[src/rtl/ubsm_pkg.sv]
package ubsm_pkg;

  // default sizes
  localparam int unsigned MAX_SEGMENTS_DEF     = 32;
  localparam int unsigned BYTE_TABLE_DEPTH_DEF = 1024;

  // codes below this pass through when the table is off
  localparam logic [15:0] ASCII_LIMIT = 16'h0080;

  // reset value of the no-translation byte ('?')
  localparam logic [7:0] NO_XLAT_RESET = 8'd63;

  // configuration register indexes
  localparam logic [1:0] CFG_SEG_COUNT = 2'd0;
  localparam logic [1:0] CFG_NO_XLAT   = 2'd1;
  localparam logic [1:0] CFG_TBL_EN    = 2'd2;

  typedef enum logic [1:0] {
    OP_CONVERT = 2'd0,
    OP_SEG_WR  = 2'd1,
    OP_BYTE_WR = 2'd2,
    OP_NOP     = 2'd3
  } op_e;

  typedef struct packed {
    logic [15:0] rng_start;
    logic [15:0] rng_end;
    logic [15:0] rng_delta;
  } seg_entry_t;

  // outcome of one segment search
  typedef struct packed {
    logic        hit;
    logic        fault;
    logic [16:0] idx;
  } scan_res_t;

endpackage

[src/rtl/ubsm_scan.sv]
module ubsm_scan #(
  parameter int unsigned MAX_SEGMENTS     = ubsm_pkg::MAX_SEGMENTS_DEF,
  parameter int unsigned BYTE_TABLE_DEPTH = ubsm_pkg::BYTE_TABLE_DEPTH_DEF,
  parameter int unsigned SegAw            = (MAX_SEGMENTS > 1) ? $clog2(MAX_SEGMENTS) : 1
) (
  input  logic                 clk_i,
  input  logic                 rst_ni,
  input  logic                 start_i,
  input  logic [15:0]          code_i,
  input  logic [5:0]           count_i,
  input  logic                 wr_en_i,
  input  logic [SegAw-1:0]     wr_slot_i,
  input  ubsm_pkg::seg_entry_t wr_entry_i,
  output logic                 done_o,
  output ubsm_pkg::scan_res_t  res_o
);
  import ubsm_pkg::*;

  localparam int unsigned CntW     = $clog2(MAX_SEGMENTS + 1);
  localparam logic [8:0]  SegLimit = 9'(MAX_SEGMENTS);

  seg_entry_t seg_mem [MAX_SEGMENTS];
  seg_entry_t entry_q;

  logic            busy_q, busy_d;
  logic            chk_q, chk_d;
  logic            done_q, done_d;
  logic [CntW-1:0] ptr_q, ptr_d;
  logic [CntW-1:0] cnt_q, cnt_d;
  logic [15:0]     code_q;
  scan_res_t       res_q, res_d;

  logic [8:0]  cnt_sat;
  logic        issue;
  logic        in_rng;
  logic        hit_now;
  logic [17:0] idx_sum;
  logic        idx_over;

  // shared compare and add unit, one stored segment per cycle
  always_comb begin
    cnt_sat  = (9'(count_i) > SegLimit) ? SegLimit : 9'(count_i);
    issue    = busy_q && (ptr_q != cnt_q);
    in_rng   = (code_q >= entry_q.rng_start) && (code_q <= entry_q.rng_end);
    idx_sum  = {2'b00, code_q} + {{2{entry_q.rng_delta[15]}}, entry_q.rng_delta};
    idx_over = !idx_sum[17] && (idx_sum[16:0] >= 17'(BYTE_TABLE_DEPTH));
    hit_now  = busy_q && chk_q && in_rng;
  end

  always_comb begin
    busy_d = busy_q;
    ptr_d  = ptr_q;
    cnt_d  = cnt_q;
    chk_d  = issue;
    done_d = 1'b0;
    res_d  = res_q;
    priority if (start_i) begin
      busy_d = 1'b1;
      ptr_d  = '0;
      cnt_d  = CntW'(cnt_sat);
      chk_d  = 1'b0;
      res_d  = '0;
    end else if (hit_now) begin
      // first matching segment ends the search
      busy_d    = 1'b0;
      chk_d     = 1'b0;
      done_d    = 1'b1;
      res_d.hit   = 1'b1;
      res_d.fault = idx_sum[17] || idx_over;
      res_d.idx   = idx_sum[16:0];
    end else if (busy_q && !issue) begin
      // all segments checked, none matched
      busy_d    = 1'b0;
      chk_d     = 1'b0;
      done_d    = 1'b1;
      res_d.hit   = 1'b0;
      res_d.fault = 1'b0;
    end else if (issue) begin
      ptr_d = ptr_q + 1'b1;
    end
  end

  always_ff @(posedge clk_i or negedge rst_ni) begin
    if (!rst_ni) begin
      busy_q <= 1'b0;
      chk_q  <= 1'b0;
      done_q <= 1'b0;
      ptr_q  <= '0;
      cnt_q  <= '0;
    end else begin
      busy_q <= busy_d;
      chk_q  <= chk_d;
      done_q <= done_d;
      ptr_q  <= ptr_d;
      cnt_q  <= cnt_d;
    end
  end

  always_ff @(posedge clk_i) begin
    res_q <= res_d;
    if (start_i) begin
      code_q <= code_i;
    end
  end

  // segment store, one write and one registered read port
  always_ff @(posedge clk_i) begin
    if (wr_en_i) begin
      seg_mem[wr_slot_i] <= wr_entry_i;
    end
    if (issue) begin
      entry_q <= seg_mem[ptr_q[SegAw-1:0]];
    end
  end

  assign done_o = done_q;
  assign res_o  = res_q;

  a_ptr_bound: assert property (@(posedge clk_i) disable iff (!rst_ni)
    busy_q |-> ptr_q <= cnt_q)
    else $error("segment pointer ran past count");

  a_done_idle: assert property (@(posedge clk_i) disable iff (!rst_ni)
    done_q |-> !busy_q)
    else $error("search reported done while still busy");

  a_start_idle: assert property (@(posedge clk_i) disable iff (!rst_ni)
    start_i |-> !busy_q)
    else $error("search started while busy");

endmodule

[config.mk]
export PLATFORM = sky130hd
export DESIGN_NAME = ubsm_scan
export DESIGN_NICKNAME = d
export VERILOG_FILES = /design/src/rtl/ubsm_pkg.sv /design/src/rtl/ubsm_scan.sv
export SDC_FILE = /design/constraint.sdc
export NUM_CORES = 2
export LEC_CHECK = 0
export BUFFER_PORTS_ARGS = -buffer_cell sky130_fd_sc_hd__buf_2
export CELL_PAD_IN_SITES_DETAIL_PLACEMENT = 1
export CELL_PAD_IN_SITES_GLOBAL_PLACEMENT = 2
export CORE_ASPECT_RATIO = 0.5
export CORE_MARGIN = 3
export CORE_UTILIZATION = 50
export DETAILED_ROUTE_END_ITERATION = 8
export PLACE_DENSITY = 0.86
export SETUP_SLACK_MARGIN = 0.02
export SYNTH_ARGS = -nofsm -noshare
export SYNTH_HDL_FRONTEND = slang
export SYNTH_SLANG_ARGS = --single-unit
[constraint.sdc]
create_clock -name clk_i -period 2.8 [get_ports clk_i]
set_input_delay 0.28 -clock clk_i [delete_from_list [all_inputs] [get_ports clk_i]]
set_output_delay 0.28 -clock clk_i [all_outputs]
set_load 0.005 [all_outputs]
==> reports/metrics.csv <==
stage,metric,value,unit
synth,post-synth-top-count-cell,edfxtp_1,
route,routed_wl,176000,um
setup_path,reg2reg_to,ptr_q[3],
route,via_count,31500,
power,p_total,62.9,mW
setup_path,cp_slowest_cell,edfxtp_1,
global_route,grt.total_usage,0.272,
cts,clkSinkCount,1634,
cells_and_area,layout-drive-gt1-share,0.339,
setup_path,cp_max_fo,15,
global_route,antenna_found_initial,5,
setup_path,crit_chain,buf_4 -> ha_4 -> nand4_1 -> nor3_2 -> a21boi_4 -> nor4_4 -> o21a_2 -> buf_12 -> or4_4 -> a21oi_2,
setup_path,crit_cells,10,
cts,path_clk_slew,0.07,ns
synth,synth.area.top_cells,"edfxtp_1 76%, mux4_2 17%, ha_1 0.99%, mux2_2 0.89%, dfxtp_1 0.60%",
route,drtIter0Drc,4495,
sta,report.final.hold_viol_count,0,
sta,skew,0.0222,ns
sta,fin_crit_sh,1.02,
global_route,grt_pass1_vias,32900,
sta,timing.final.crit_period,2.84,ns
global_route,use_met1,0.372,
sta,drv_slew,0,
setup_path,worst_ep_arrival_time,3.54,ns
route,post-route-drc-count,0,
power,p_int,46.0,mW
run_status,status,"complete, but fails checks",
synth,ys_types,58,
synth,synth.largest_area_cell,edfxtp_1,
synth,syn-num-nets,2798,
global_route,grt_max_degree,63,
cts,clock_latency,0.78,ns
global_route,busiest_layer,met2,
setup_path,timing.rr.start,code_q[9],
floorplan,die_h,257,um
placement,dp_hpwl,94200,um
placement,dp.cells,4480,
setup_path,cpPeakStageDelay,0.49,ns
cells_and_area,nets,3174,
floorplan,start_util,0.508,
floorplan,die_area,131000,um2
global_route,grt.met3_usage,0.0616,
power,pwr-share-comb,0.237,
job,max_cap_violations,0,
placement,place_congestion,0.847,
cells_and_area,stdcell_count,4834,
setup_path,crit_buf_inv,2,
power,p_per_area,859,nW/um2
synth,ys_warn_count,0,
sta,final-setup-viol-count,3,
placement,portBuffers,98,
setup_path,end_kind,flip-flop,
power,seqPwrFrac,0.455,
synth,synth_enable_flop_cells,1600,
hold_path,min_from,wr_entry_i[18],
synth,synth_async_sr_flop_share,0.00918,
power,p_leak,22.9,nW
synth,syn_area_per_cell,23.7,um2
route,dr.pass1.iters,6,
synth,ys_seq_elements,1634,
sta,fin_ws,-0.0433,ns
floorplan,die_width,509,um
synth,synth_common_cells,"1,600 x edfxtp_1, 480 x mux4_2, 60 x nor2_1",
route,drtAntennaViolNets,0,
cts,cts_tree,done,
synth,synth_top_area_share,0.761,
sta,setup_tns,-0.0850,ns
power,switching_power,16.9,mW
power,clkPwrFrac,0.308,
run_status,violations,negative setup slack,
sta,fmax,0.352,GHz
cts,clockBufferDepth,3,
global_route,grt_pass1_wl,249000,um
setup_path,reg2reg_setup_slack,-0.04,ns
setup_path,start_kind,flip-flop,
synth,syn-instance-count,2668,
cts,clockRootBuffer,clkbuf_16,
power,irDropWorstVdd,0.558,mV
synth,yosysSeqAreaShare,0.773,
floorplan,pin_count,99,
sta,rsz0062_at_grt,yes,
synth,synth_flop_cell,edfxtp_1,
setup_path,cp-startpoint,code_q[9],
hold_path,hp-class,in2reg,
floorplan,coreArea,124000,um2
power,p_sw_frac,0.269,
synth,synth_area,63200,um2
setup_path,reg2regPathDepth,10,
hold_path,whs_path_depth,1,
sta,tightestPinTransition,0.957,ns
global_route,gr-total-overflow,0,
cells_and_area,areaGrowthSynthToFinish,16.1,%
setup_path,critPathTopFamily,simple AND/OR/NAND/NOR gates,
setup_path,worstSetupPathType,reg2reg,
global_route,use_met2,0.438,
route,routedWlPerCell,36.4,um
sta,relSlewSlack,0.360,
route,vias_per_cell,6.52,
hold_path,hold_path_end,seg_mem[24][18],
floorplan,rows,91,
cts,h-tree-depth,4,
setup_path,required,3.50,ns
cts,cts_buffers,144,
## cells in the final DEF (no fill, tap or decap), types with 7 or more instances in the layout
cell type | netlist | final
a21oi_1 | 36 | 33
mux2_2 | 50 | 47
buf_6 | 5 | 7
clkbuf_1 | 58 | 37
buf_2 | 34 | 98
nand3_1 | 13 | 13
nor2_1 | 60 | 28
bufinv_16 | 0 | 8
o21ai_0 | 11 | 11
dfxtp_1 | 19 | 19
dlygate4sd3_1 | 0 | 74
inv_1 | 41 | 38
xnor2_1 | 10 | 9
xor2_1 | 7 | 7
mux2i_1 | 8 | 8
ha_1 | 50 | 46
buf_12 | 0 | 72
clkbuf_16 | 0 | 153
a21o_1 | 10 | 10
buf_4 | 3 | 95
clkinv_2 | 0 | 21
clkinv_1 | 0 | 29
nor2_4 | 0 | 32
nand2_1 | 40 | 38
edfxtp_1 | 1600 | 1600
mux4_2 | 480 | 480
dfrtp_1 | 15 | 10
## logic make-up after synthesis
kind of cell | after synthesis | synth area share
AO/OA/AOI/OAI | 99 | 0.00980
XOR/XNOR | 17 | 0.00236
adder cells (fa/ha/maj) | 51 | 0.0102
buffers and inverters | 165 | 0.0113
flip-flops | 1634 | 0.773
multiplexers | 540 | 0.182
AND/OR/NAND/NOR | 162 | 0.0121
## metrics by stage
stage / setup slack, ns / hold slack [ns] / instance area (um2) / utilization
after detailed placement: -0.162 / 0.244 / 67600 / 0.544
after CTS: 0.0113 / 0.000709 / 72900 / 0.586
after global placement: -0.120 / 0.239 / 67600 / 0.544
after global routing: -0.0665 / 0.0638 / 73300 / 0.590
after floorplan: -0.516 / -0.0156 / 63200 / -
final: -0.0433 / 0.0342 / 73300 / 0.590
## worst reg2reg max path, delay by kind of cell (launching register included)
family	cells	cell delay (ns)
adder cells (fa/ha/maj)	1	0.28
flip-flops	1	0.49
AO/OA/AOI/OAI	3	0.62
AND/OR/NAND/NOR	4	1.01
buffers and inverters	2	0.37
## worst max-delay path by stage
stage	to
floorplan	seg_mem[12][0]
global placement	res_o[17]
detailed placement	res_o[17]
CTS	ptr_q[1]
global route	res_o[17]
finish	ptr_q[3]
## state kept, by name (all words and copies together), names as in the netlist
register / flops
busy_q: 1
chk_q: 1
done_o: 1
entry_q: 48
code_q: 16
cnt_q: 6
seg_mem: 1536
res_o: 19
ptr_q: 6
## cell type report
type / count / area (um2)
antenna: 2 / 5.00
timing repair buffer: 353 / 3640
sequential: 1634 / 48800
multi-input combinational: 869 / 14100
clock buffer: 187 / 3870
tap: 1674 / 2090
inverter: 42 / 158
fill: 10300 / 51000
clock inverter: 73 / 632
## metal layers
metal / up-vias / routed length [um]
met1: 16900 / 65600
met5: - / 21
met4: 4 / 5430
li1: 12200 / -
met2: 2107 / 87000
met3: 348 / 17800
## repair_timing
action	4_1_cts	5_1_grt
setup buffers	2	11
setup endpoints to repair	12	76
resized for setup	10	41
gates cloned	0	5
pin swaps	5	13
hold endpoints to repair	1541	0
hold buffers	74	0
## power by group through the flow
stage / Sequential (mW) / Clock [mW] / Combinational, mW
4_1_cts: 28.7 / 19.6 / 14.3
2_1_floorplan: 28.5 / 0 / 9.55
5_1_grt: 28.7 / 20.7 / 15.8
6_report: 28.7 / 19.4 / 14.9
3_5_place_dp: 29.2 / 0 / 13.9
3_3_place_gp: 29.1 / 0 / 13.4
Power figures use the tool's default switching activity.
